## config.mk

```make
export PLATFORM = sky130hd
export DESIGN_NAME = eight_bit_alu_with_flags_top
export DESIGN_NICKNAME = d
export VERILOG_FILES = /design/src/rtl/core/ebalu_pkg.sv /design/src/rtl/core/eight_bit_alu_with_flags_top.sv
export SDC_FILE = /design/constraint.sdc
export NUM_CORES = 1
export LEC_CHECK = 0
export BUFFER_PORTS_ARGS = -buffer_cell sky130_fd_sc_hd__buf_2
export CELL_PAD_IN_SITES_DETAIL_PLACEMENT = 0
export CELL_PAD_IN_SITES_GLOBAL_PLACEMENT = 1
export CORE_MARGIN = 8
export CORE_UTILIZATION = 51
export CTS_CLUSTER_SIZE = 8
export DETAILED_ROUTE_END_ITERATION = 12
export GPL_TIMING_DRIVEN = 0
export HOLD_SLACK_MARGIN = 0.05
export PLACE_DENSITY = 0.9
export REMOVE_ABC_BUFFERS = 1
export SLEW_MARGIN = 40
export SYNTH_ARGS = -nofsm -noshare
export SYNTH_HDL_FRONTEND = slang
export SYNTH_SLANG_ARGS = --single-unit
export TNS_END_PERCENT = 30
```

## constraint.sdc

```tcl
create_clock -name clk -period 6.5 [get_ports clk]
set_input_delay 0.65 -clock clk [delete_from_list [all_inputs] [get_ports clk]]
set_output_delay 0.65 -clock clk [all_outputs]
set_load 0.01 [all_outputs]
```

## src/rtl/core/ebalu_pkg.sv

```systemverilog
// ----------------------------------------------------------------------------
// ebalu_pkg
// Operation codes and transfer payload types for the eight-bit flag ALU.
// ----------------------------------------------------------------------------
package ebalu_pkg;

  localparam int OpW = 6;

  // operation codes
  localparam logic [OpW-1:0] OP_ADD   = 6'd0;
  localparam logic [OpW-1:0] OP_ADC   = 6'd1;
  localparam logic [OpW-1:0] OP_SUB   = 6'd2;
  localparam logic [OpW-1:0] OP_SBC   = 6'd3;
  localparam logic [OpW-1:0] OP_AND   = 6'd4;
  localparam logic [OpW-1:0] OP_XOR   = 6'd5;
  localparam logic [OpW-1:0] OP_OR    = 6'd6;
  localparam logic [OpW-1:0] OP_CP    = 6'd7;
  localparam logic [OpW-1:0] OP_INC8  = 6'd8;
  localparam logic [OpW-1:0] OP_DEC8  = 6'd9;
  localparam logic [OpW-1:0] OP_ADD16 = 6'd10;
  localparam logic [OpW-1:0] OP_INC16 = 6'd11;
  localparam logic [OpW-1:0] OP_DEC16 = 6'd12;
  localparam logic [OpW-1:0] OP_SPOFS = 6'd13;
  localparam logic [OpW-1:0] OP_DAA   = 6'd14;
  localparam logic [OpW-1:0] OP_CPL   = 6'd15;
  localparam logic [OpW-1:0] OP_SCF   = 6'd16;
  localparam logic [OpW-1:0] OP_CCF   = 6'd17;
  localparam logic [OpW-1:0] OP_RLCA  = 6'd18;
  localparam logic [OpW-1:0] OP_RRCA  = 6'd19;
  localparam logic [OpW-1:0] OP_RLA   = 6'd20;
  localparam logic [OpW-1:0] OP_RRA   = 6'd21;
  localparam logic [OpW-1:0] OP_RLC   = 6'd22;
  localparam logic [OpW-1:0] OP_RRC   = 6'd23;
  localparam logic [OpW-1:0] OP_RL    = 6'd24;
  localparam logic [OpW-1:0] OP_RR    = 6'd25;
  localparam logic [OpW-1:0] OP_SLA   = 6'd26;
  localparam logic [OpW-1:0] OP_SRA   = 6'd27;
  localparam logic [OpW-1:0] OP_SWAP  = 6'd28;
  localparam logic [OpW-1:0] OP_SRL   = 6'd29;
  localparam logic [OpW-1:0] OP_BIT   = 6'd30;
  localparam logic [OpW-1:0] OP_RES   = 6'd31;
  localparam logic [OpW-1:0] OP_SET   = 6'd32;

  // bcd adjust constants
  localparam logic [7:0] DAA_LO  = 8'h06;
  localparam logic [7:0] DAA_HI  = 8'h60;
  localparam logic [7:0] BCD_MAX = 8'h99;
  localparam logic [3:0] NIB_MAX = 4'h9;

  typedef struct packed {
    logic [OpW-1:0] req_type;
    logic [7:0]     acc;
    logic [7:0]     operand;
    logic [15:0]    wide_base;
    logic [15:0]    wide_operand;
    logic [2:0]     bit_index;
    logic           zero_in;
    logic           subtract_in;
    logic           half_carry_in;
    logic           carry_in;
  } alu_in_t;

  typedef struct packed {
    logic [15:0] result;
    logic        zero_out;
    logic        subtract_out;
    logic        half_carry_out;
    logic        carry_out;
  } alu_out_t;

endpackage

```

## src/rtl/core/eight_bit_alu_with_flags_top.sv

```systemverilog
// ----------------------------------------------------------------------------
// eight_bit_alu_with_flags_top
// Eight-bit ALU with Z/N/H/C flags, 16-bit add/inc/dec and SP offset.
// ----------------------------------------------------------------------------
// path: an item passes the input register, then the result register, before
//   out_valid rises for it
// throughput: one item per cycle while not stalled; two-entry pipeline (stage
//   one, result reg), so an item is taken while a result waits if s1 is empty
// reset: rst_n synchronous active low clears both stage valids; payload
//   registers are not reset
module eight_bit_alu_with_flags_top
  import ebalu_pkg::*;
(
  input  logic     clk,
  input  logic     rst_n,
  input  logic     in_valid,
  output logic     in_stall,
  input  alu_in_t  in_data,
  output logic     out_valid,
  input  logic     out_stall,
  output alu_out_t out_data
);

  alu_in_t  s1_r;
  logic     s1_valid_r;
  alu_out_t out_r;
  logic     out_valid_r;
  alu_out_t res_nxt;
  logic     s2_en;
  logic     s1_ld;

  // pipeline advance
  assign s2_en    = !out_valid_r || !out_stall;
  assign s1_ld    = !s1_valid_r || s2_en;
  assign in_stall = !s1_ld;

  // input register
  always_ff @(posedge clk) begin
    if (!rst_n) begin
      s1_valid_r <= 1'b0;
    end else if (s1_ld) begin
      s1_valid_r <= in_valid;
    end
    if (s1_ld && in_valid) begin
      s1_r <= in_data;
    end
  end

  // datapath
  always_comb begin
    logic [7:0]  a;
    logic [7:0]  v;
    logic [7:0]  r8;
    logic [15:0] r16;
    logic        z;
    logic        n;
    logic        h;
    logic        c;
    logic        t;
    logic        shz;
    logic [8:0]  sum9;
    logic [4:0]  nib5;
    logic [16:0] sum17;
    logic [12:0] sum13;
    logic [7:0]  adj;
    logic [7:0]  bmask;

    a     = s1_r.acc;
    v     = s1_r.operand;
    z     = s1_r.zero_in;
    n     = s1_r.subtract_in;
    h     = s1_r.half_carry_in;
    c     = s1_r.carry_in;
    t     = 1'b0;
    shz   = 1'b0;
    r8    = 8'h00;
    r16   = 16'h0000;
    sum9  = 9'h000;
    nib5  = 5'h00;
    sum17 = 17'h00000;
    sum13 = 13'h0000;
    adj   = 8'h00;
    bmask = 8'h01 << s1_r.bit_index;

    case (s1_r.req_type)
      OP_ADD, OP_ADC: begin
        t    = (s1_r.req_type == OP_ADC) ? s1_r.carry_in : 1'b0;
        sum9 = {1'b0, a} + {1'b0, v} + {8'h00, t};
        nib5 = {1'b0, a[3:0]} + {1'b0, v[3:0]} + {4'h0, t};
        r8   = sum9[7:0];
        h    = nib5[4];
        c    = sum9[8];
        n    = 1'b0;
        shz  = 1'b1;
      end
      OP_SUB, OP_SBC, OP_CP: begin
        // borrow shows in the extra top bit
        t    = (s1_r.req_type == OP_SBC) ? s1_r.carry_in : 1'b0;
        sum9 = {1'b0, a} - {1'b0, v} - {8'h00, t};
        nib5 = {1'b0, a[3:0]} - {1'b0, v[3:0]} - {4'h0, t};
        r8   = sum9[7:0];
        h    = nib5[4];
        c    = sum9[8];
        n    = 1'b1;
        shz  = 1'b1;
      end
      OP_AND: begin
        r8 = a & v; n = 1'b0; h = 1'b1; c = 1'b0; shz = 1'b1;
      end
      OP_XOR: begin
        r8 = a ^ v; n = 1'b0; h = 1'b0; c = 1'b0; shz = 1'b1;
      end
      OP_OR: begin
        r8 = a | v; n = 1'b0; h = 1'b0; c = 1'b0; shz = 1'b1;
      end
      OP_INC8: begin
        r8 = v + 8'd1; h = (v[3:0] == 4'hf); n = 1'b0; shz = 1'b1;
      end
      OP_DEC8: begin
        r8 = v - 8'd1; h = (v[3:0] == 4'h0); n = 1'b1; shz = 1'b1;
      end
      OP_ADD16: begin
        sum17 = {1'b0, s1_r.wide_base} + {1'b0, s1_r.wide_operand};
        sum13 = {1'b0, s1_r.wide_base[11:0]} + {1'b0, s1_r.wide_operand[11:0]};
        r16   = sum17[15:0];
        h     = sum13[12];
        c     = sum17[16];
        n     = 1'b0;
      end
      OP_INC16: r16 = s1_r.wide_operand + 16'd1;
      OP_DEC16: r16 = s1_r.wide_operand - 16'd1;
      OP_SPOFS: begin
        // flags come from the unsigned low byte add
        r16  = s1_r.wide_base + {{8{v[7]}}, v};
        nib5 = {1'b0, s1_r.wide_base[3:0]} + {1'b0, v[3:0]};
        sum9 = {1'b0, s1_r.wide_base[7:0]} + {1'b0, v};
        h    = nib5[4];
        c    = sum9[8];
        z    = 1'b0;
        n    = 1'b0;
      end
      OP_DAA: begin
        if (s1_r.subtract_in) begin
          if (s1_r.half_carry_in) adj = adj | DAA_LO;
          if (s1_r.carry_in) adj = adj | DAA_HI;
          r8 = a - adj;
        end else begin
          if ((a[3:0] > NIB_MAX) || s1_r.half_carry_in) adj = adj | DAA_LO;
          if ((a > BCD_MAX) || s1_r.carry_in) adj = adj | DAA_HI;
          r8 = a + adj;
        end
        c   = |(adj & DAA_HI);
        h   = 1'b0;
        shz = 1'b1;
      end
      OP_CPL: begin
        r8 = ~a; n = 1'b1; h = 1'b1;
      end
      OP_SCF: begin
        r8 = a; n = 1'b0; h = 1'b0; c = 1'b1;
      end
      OP_CCF: begin
        r8 = a; n = 1'b0; h = 1'b0; c = ~s1_r.carry_in;
      end
      // accumulator rotates always clear z
      OP_RLCA: begin
        c = a[7]; r8 = {a[6:0], a[7]}; z = 1'b0; n = 1'b0; h = 1'b0;
      end
      OP_RRCA: begin
        c = a[0]; r8 = {a[0], a[7:1]}; z = 1'b0; n = 1'b0; h = 1'b0;
      end
      OP_RLA: begin
        c = a[7]; r8 = {a[6:0], s1_r.carry_in}; z = 1'b0; n = 1'b0; h = 1'b0;
      end
      OP_RRA: begin
        c = a[0]; r8 = {s1_r.carry_in, a[7:1]}; z = 1'b0; n = 1'b0; h = 1'b0;
      end
      // prefixed rotates and shifts on the operand
      OP_RLC: begin
        c = v[7]; r8 = {v[6:0], v[7]}; n = 1'b0; h = 1'b0; shz = 1'b1;
      end
      OP_RRC: begin
        c = v[0]; r8 = {v[0], v[7:1]}; n = 1'b0; h = 1'b0; shz = 1'b1;
      end
      OP_RL: begin
        c = v[7]; r8 = {v[6:0], s1_r.carry_in}; n = 1'b0; h = 1'b0; shz = 1'b1;
      end
      OP_RR: begin
        c = v[0]; r8 = {s1_r.carry_in, v[7:1]}; n = 1'b0; h = 1'b0; shz = 1'b1;
      end
      OP_SLA: begin
        c = v[7]; r8 = {v[6:0], 1'b0}; n = 1'b0; h = 1'b0; shz = 1'b1;
      end
      OP_SRA: begin
        c = v[0]; r8 = {v[7], v[7:1]}; n = 1'b0; h = 1'b0; shz = 1'b1;
      end
      OP_SWAP: begin
        r8 = {v[3:0], v[7:4]}; n = 1'b0; h = 1'b0; c = 1'b0; shz = 1'b1;
      end
      OP_SRL: begin
        c = v[0]; r8 = {1'b0, v[7:1]}; n = 1'b0; h = 1'b0; shz = 1'b1;
      end
      OP_BIT: begin
        r8 = v; z = ~|(v & bmask); n = 1'b0; h = 1'b1;
      end
      OP_RES: r8 = v & ~bmask;
      OP_SET: r8 = v | bmask;
      default: begin
        // unused codes give zero and keep all flags
        r8 = 8'h00;
      end
    endcase

    if (shz) z = (r8 == 8'h00);

    // compare keeps the accumulator
    if (s1_r.req_type == OP_CP) r8 = a;

    res_nxt.result = (s1_r.req_type == OP_ADD16 || s1_r.req_type == OP_INC16 ||
                      s1_r.req_type == OP_DEC16 || s1_r.req_type == OP_SPOFS)
                     ? r16 : {8'h00, r8};
    res_nxt.zero_out       = z;
    res_nxt.subtract_out   = n;
    res_nxt.half_carry_out = h;
    res_nxt.carry_out      = c;
  end

  // result register
  always_ff @(posedge clk) begin
    if (!rst_n) begin
      out_valid_r <= 1'b0;
    end else if (s2_en) begin
      out_valid_r <= s1_valid_r;
    end
    if (s2_en && s1_valid_r) begin
      out_r <= res_nxt;
    end
  end

  assign out_valid = out_valid_r;
  assign out_data  = out_r;

  // checks
  a_stall_only_full: assert property (@(posedge clk) disable iff (!rst_n)
    in_stall |-> (s1_valid_r && out_valid_r && out_stall))
    else $error("input stalled while pipeline can advance");

  a_accept_fills_s1: assert property (@(posedge clk) disable iff (!rst_n)
    (in_valid && !in_stall) |=> s1_valid_r)
    else $error("transfer in did not reach stage one");

  a_s1_moves_out: assert property (@(posedge clk) disable iff (!rst_n)
    (s1_valid_r && s2_en) |=> out_valid_r)
    else $error("stage one item lost on advance");

endmodule
```

======== Word-level counts from Yosys, hierarchy flattened ========
Cells that the tools add are included.
storage, ports and cells
  bits in registers ....................... 83
  bits of input ports ..................... 65
  output and inout port bits .............. 22
  logic and storage cells ................. 138
operators by class
  add/sub/neg operators ................... 19
  order comparisons ....................... 2
  equality and inequality tests ........... 33
  shifts and indexed selects .............. 1
  mux-type cells .......................... 23
  bitwise gates (word level) .............. 9
  reduce and logical (&&, ||, !) cells .... 33
operators with widths
  kind                     number
  $pmux W8 S25             1
  $eq A6 B5 Y1 const B     16
  $pmux W16 S4             1
  $mux W8                  7
  $eq A6 B4 Y1 const B     8
  $mux W7                  4
  $and A8 B8 Y8            3
  $eq A6 B3 Y1 const B     4
  $reduce_or A23 Y1        1
  $reduce_or A19 Y1        1
  $add A8 B8 Y9            2
  $add A16 B16 Y17         1
  $reduce_or A17 Y1        1
  $add A16 B1 Y16 const B  1
  $add A16 B16 Y16         1
  $not A8 Y8               2
  $or A8 B8 Y8             2
  $sub A16 B1 Y16 const B  1
  $add A12 B12 Y13         1
  $eq A6 B2 Y1 const B     2
  $pmux W1 S12             1
  $add A4 B4 Y5            2
  $reduce_or A2 Y1         5
  $reduce_or A5 Y1         2
  other kinds (31)         50

======== Depth between registers and ports, before layout ========
  word-level depth ........................ 11
  mapped depth ............................ 16
  depth with buffers taken out ............ 16

======== Least setup slack after synthesis ========
OpenSTA, ideal clock, no wires.
  path type ............................... input -> register
  start point ............................. input out_stall
  end point ............................... register s1_r[0] (netlist name) (enable)
  setup time .............................. 0.487 ns
  arrival time ............................ 3.606 ns
  required time ........................... 6.013 ns
  setup slack ............................. 2.407 ns
  cell stages on the path ................. 2
  buffers on the path ..................... 0
  cells stage by stage .................... and3_1 nor2b_1
on the way
  longest elaborated chain between the ends .. 4
RTL lines
  what                  line                                source
  from (decl)           eight_bit_alu_with_flags_top.sv:20  input logic out_stall,
  $logic_not A1 Y1      eight_bit_alu_with_flags_top.sv:33  assign s2_en = !out_valid_r || !out_stall;
  $logic_or A1 B1 Y1    eight_bit_alu_with_flags_top.sv:33
  $logic_or A1 B1 Y1    eight_bit_alu_with_flags_top.sv:34  assign s1_ld = !s1_valid_r || s2_en;
  $logic_and A1 B1 Y1   eight_bit_alu_with_flags_top.sv:44  if (s1_ld && in_valid) begin
  to (signal assigned)  eight_bit_alu_with_flags_top.sv:45  s1_r <= in_data;
  to (decl)             eight_bit_alu_with_flags_top.sv:24  alu_in_t s1_r;
No other way between the ends.
A chain may end at the register's enable or synchronous reset.

======== Final worst setup path ========
  start point ............................. register s1_r[55] (netlist name)
  end point ............................... register out_r, in the netlist out_data[18] (data pin)
on the way
  longest elaborated chain between the ends .. 4
  elaborated cells on any way between the ends .. 8
  classes of those cells .................. eq/ne: 4; mux: 1; reduce/logical: 3
RTL lines
  what                                                                  line                                 source
  parallel branches: the longest is 4 deep, another holds $pmux W16 S4  n/a
  to (signal assigned)                                                  eight_bit_alu_with_flags_top.sv:236  out_r <= res_nxt;
  to (decl)                                                             eight_bit_alu_with_flags_top.sv:26   alu_out_t out_r;
Parallel ways; which one is timed is not known.

==> run metrics <==
initial antenna violation count 0; Sequential Area roughly 2500 sq um; Hold Fails Final Rpt 0; worst clock skew ~0.012 ns; Synth Area per Inst approximately 9.4 sq um; full die area 20220 sq um; drt total wl 25.02 mm; wire length per cell ~22 um; initial core utilization 0.5170; clock share of power 0.333; Int Power approximately 1.2 mW; DIE WIDTH roughly 140 um; Core Region roughly 16000 sq um; I/O Buffers 86; Ports 87; Sequential Power Share 0.393; reg2reg setup slack ~1.8 ns; Core Rows between 40 and 50; number of fill cells in the layout 1374; Yosys reg bits slightly above 80; area delta synth->final 12.86%; via count around 7400; startpoint types flip-flop; Final HPWL DP 18.99 mm; sw frac 0.3207; setup_tns 0 ns; diodes inserted 0; Num CTS Buffers 9; Commonest cells post-synth ha_1 (82), edfxtp_1 (81), nand2_1 (71); critical path cell sequence buf_6, buf_6, or2_2, nor3_2, buf_2, buf_2, ha_1, a211oi_1, o21bai_1, a31oi_1, o21ai_0, o41ai_1, o21ai_0, mux2i_1, o221ai_1; clock root buffer clkbuf_16; worst setup margin about 1.8 ns; Slowest cell on crit path o41ai_1; mapped cell area 8123 sq um; CTS clk-pin slew, worst paths approximately 0.070 ns; Layout Cells excl Fill 1161; NumNets Final between 1000 and 1500; ANT nets after route 0; Area contributors post-synth edfxtp_1 (30%), ha_1 (13%), xnor2_1 (3.7%); Crit Path Max Fanout 14; CP bufs+invs 4; asr flop ratio synth 0; clock latency on the worst-skew pair 0.35 ns; Worst Setup End Kind flip-flop; hold buffer count at cts 0; sequential element share of the synthesized area 0.3044; leakage power 3.792 nW; Placer Congestion a little under 1; Residual DRC 0; Clock Tree Buf Depth 2; PD cells about 190 nW/um^2; share of cells above drive strength 1 0.1757; Hold Path End s1_r[44]$_DFFE_PP_; cells after synthesis roughly 860; fin. max-slew vios 0; fraction of the cycle the final worst path needs 0.7181; slew margin rel. 0.4770; Top FF cell, synth edfxtp_1; crit path time final ~4.7 ns; Iteration-0 DRC Markers ~900; Setup WS pre-CTS 1.927 ns; slowest stage delay, CP 0.61 ns; worst-margin pin slew between 0.7 and 0.8 ns; Setup CP Type reg2reg; final setup fails 0; CTS HTree Levels 3; first-pass GRT wire length ~38 mm; Worst Hold Class in2reg; Hold Startpoint in_data[44]; largest net degree at the start of global routing 24; warnings from Yosys 0; CTS resizes 0; Post-synth EDFFs 81; Data required, critical path 6.56 ns; R2R depth 15; max-cap check violation count 0; Yosys top cell area share 0.2994; vias per cell roughly 6.4; switching power between 0.5 and 0.6 mW; area of the multi-input gates about 5400 sq um; number of distinct library cells after synthesis ~90; First-pass DRT Iterations 6; CP arrival approximately 4.7 ns; RR Startpoint s1_r[55]$_DFFE_PP_; Comb pwr share 0.274; Remaining Overflow, GRT 0; vias in the first global route between 7000 and 8000; Post-CTS Setup Inserts 0; Hold Path Depth 1; reg-to-reg endpoint out_data[18]$_SDFFCE_PP0P_; Synth area leader edfxtp_1; peak supply drop roughly 240 uV; placed insts 1144; status finished clean; Crit path max-delay family compound AO/OA/AOI/OAI gates; most common cell in the netlist ha_1; CTS tree built; Tot GR Track Use 0.2448; CTS sink count 83; chip height 142.2 um; fmax ~0.21 GHz; RSZ-0062 raised after global routing no
## per-layer routing
| metal | vias to the layer above | wire, um | track usage |
|---|---|---|---|
| met2 | 420 | 10820 | 0.3718 |
| met4 | 0 | 871 | 0.1006 |
| met5 | - | 0 | 0 |
| li1 | 3494 | - | - |
| met1 | 3440 | 10960 | 0.3294 |
| met3 | 68 | 2373 | 0.05434 |
## power groups by stage
stage / Clock, mW / Combinational, mW / Sequential, mW
floorplan: 0 / 0.314 / 0.681
global placement: 0 / 0.426 / 0.701
finish: 0.574 / 0.471 / 0.676
global route: 0.598 / 0.515 / 0.678
detailed placement: 0 / 0.456 / 0.686
CTS: 0.579 / 0.461 / 0.675
## worst max-delay path by stage
stage               slack, ns                from                          to  cells after the start
floorplan                2.13  s1_r[55]$_DFFE_PP_  out_data[18]$_SDFFCE_PP0P_                     11
global placement         0.53  s1_r[58]$_DFFE_PP_  out_data[18]$_SDFFCE_PP0P_                     11
detailed placement       1.93  s1_r[59]$_DFFE_PP_  out_data[18]$_SDFFCE_PP0P_                     13
CTS                      1.92  s1_r[59]$_DFFE_PP_  out_data[18]$_SDFFCE_PP0P_                     13
global route             1.70  s1_r[55]$_DFFE_PP_  out_data[18]$_SDFFCE_PP0P_                     15
finish                   1.83  s1_r[55]$_DFFE_PP_  out_data[18]$_SDFFCE_PP0P_                     15
## cell usage in the layout, fill, tap and decap left out, types with 7 or more instances in the layout
cell        n
buf_6      10
nand4_1    11
and3_1     10
a22oi_1    12
mux2i_1     9
edfxtp_1   81
ha_1       82
a21oi_1    58
fa_1        8
nor2b_1    11
nand2_1    71
nor2_1     57
nand3_1    16
xnor2_1    34
nor3_1     20
a21o_1     22
nor4_1      7
buf_2      88
o211ai_1    7
xor2_1     31
a31oi_1    13
inv_1      28
o22ai_1     9
o21ai_0    45
a211oi_1   10
o221ai_1    7
nand2b_1   12
a211o_1     7
clkbuf_16   9
## sequential cells by signal (all words and copies together) (netlist names)
name / cells
s1_valid_r: 1
out_data: 20
out_valid: 1
s1_r: 61
## final cells by class
cell class	count	area share
sequential	83	0.2697
timing repair buffer	102	0.06824
clock inverter	7	0.01105
tap	216	0.02948
inverter	32	0.01310
clock buffer	9	0.02457
multi-input combinational	712	0.5839
## cell families (layout without fill, tap and decap cells)
family	count (synthesis)	count (layout)	share of synthesized area
buf+inv	66	150	0.04374
xor+xnor	66	66	0.07209
fa+ha+maj	90	90	0.1460
flops	83	83	0.3044
simple gates	272	272	0.1813
mux	12	12	0.01802
compound gates	272	272	0.2344
## worst reg2reg max path, cell delays in order (launching register included)
cell and delay (ns):
edfxtp_1 0.49, buf_6 0.22, buf_6 0.16, or2_2 0.34, nor3_2 0.28, buf_2 0.28, buf_2 0.26, ha_1 0.32
a211oi_1 0.27, o21bai_1 0.13, a31oi_1 0.24, o21ai_0 0.21, o41ai_1 0.61, o21ai_0 0.22, mux2i_1 0.21, o221ai_1 0.14
## per-stage QoR
step / instance area (sq um) / hold WS (ns) / util / power, mW
after global routing: 9168 / 0.4550 / 0.5835 / 1.791
after floorplan: 7888 / 0.4662 / - / 0.9948
after detailed placement: 8813 / 0.5094 / 0.5609 / 1.142
after global placement: 8588 / 0.4816 / 0.5466 / 1.127
final: 9168 / 0.4644 / 0.5835 / 1.720
after CTS: 9140 / 0.4637 / 0.5817 / 1.716
No activity file was read; power rests on OpenSTA's default activity.
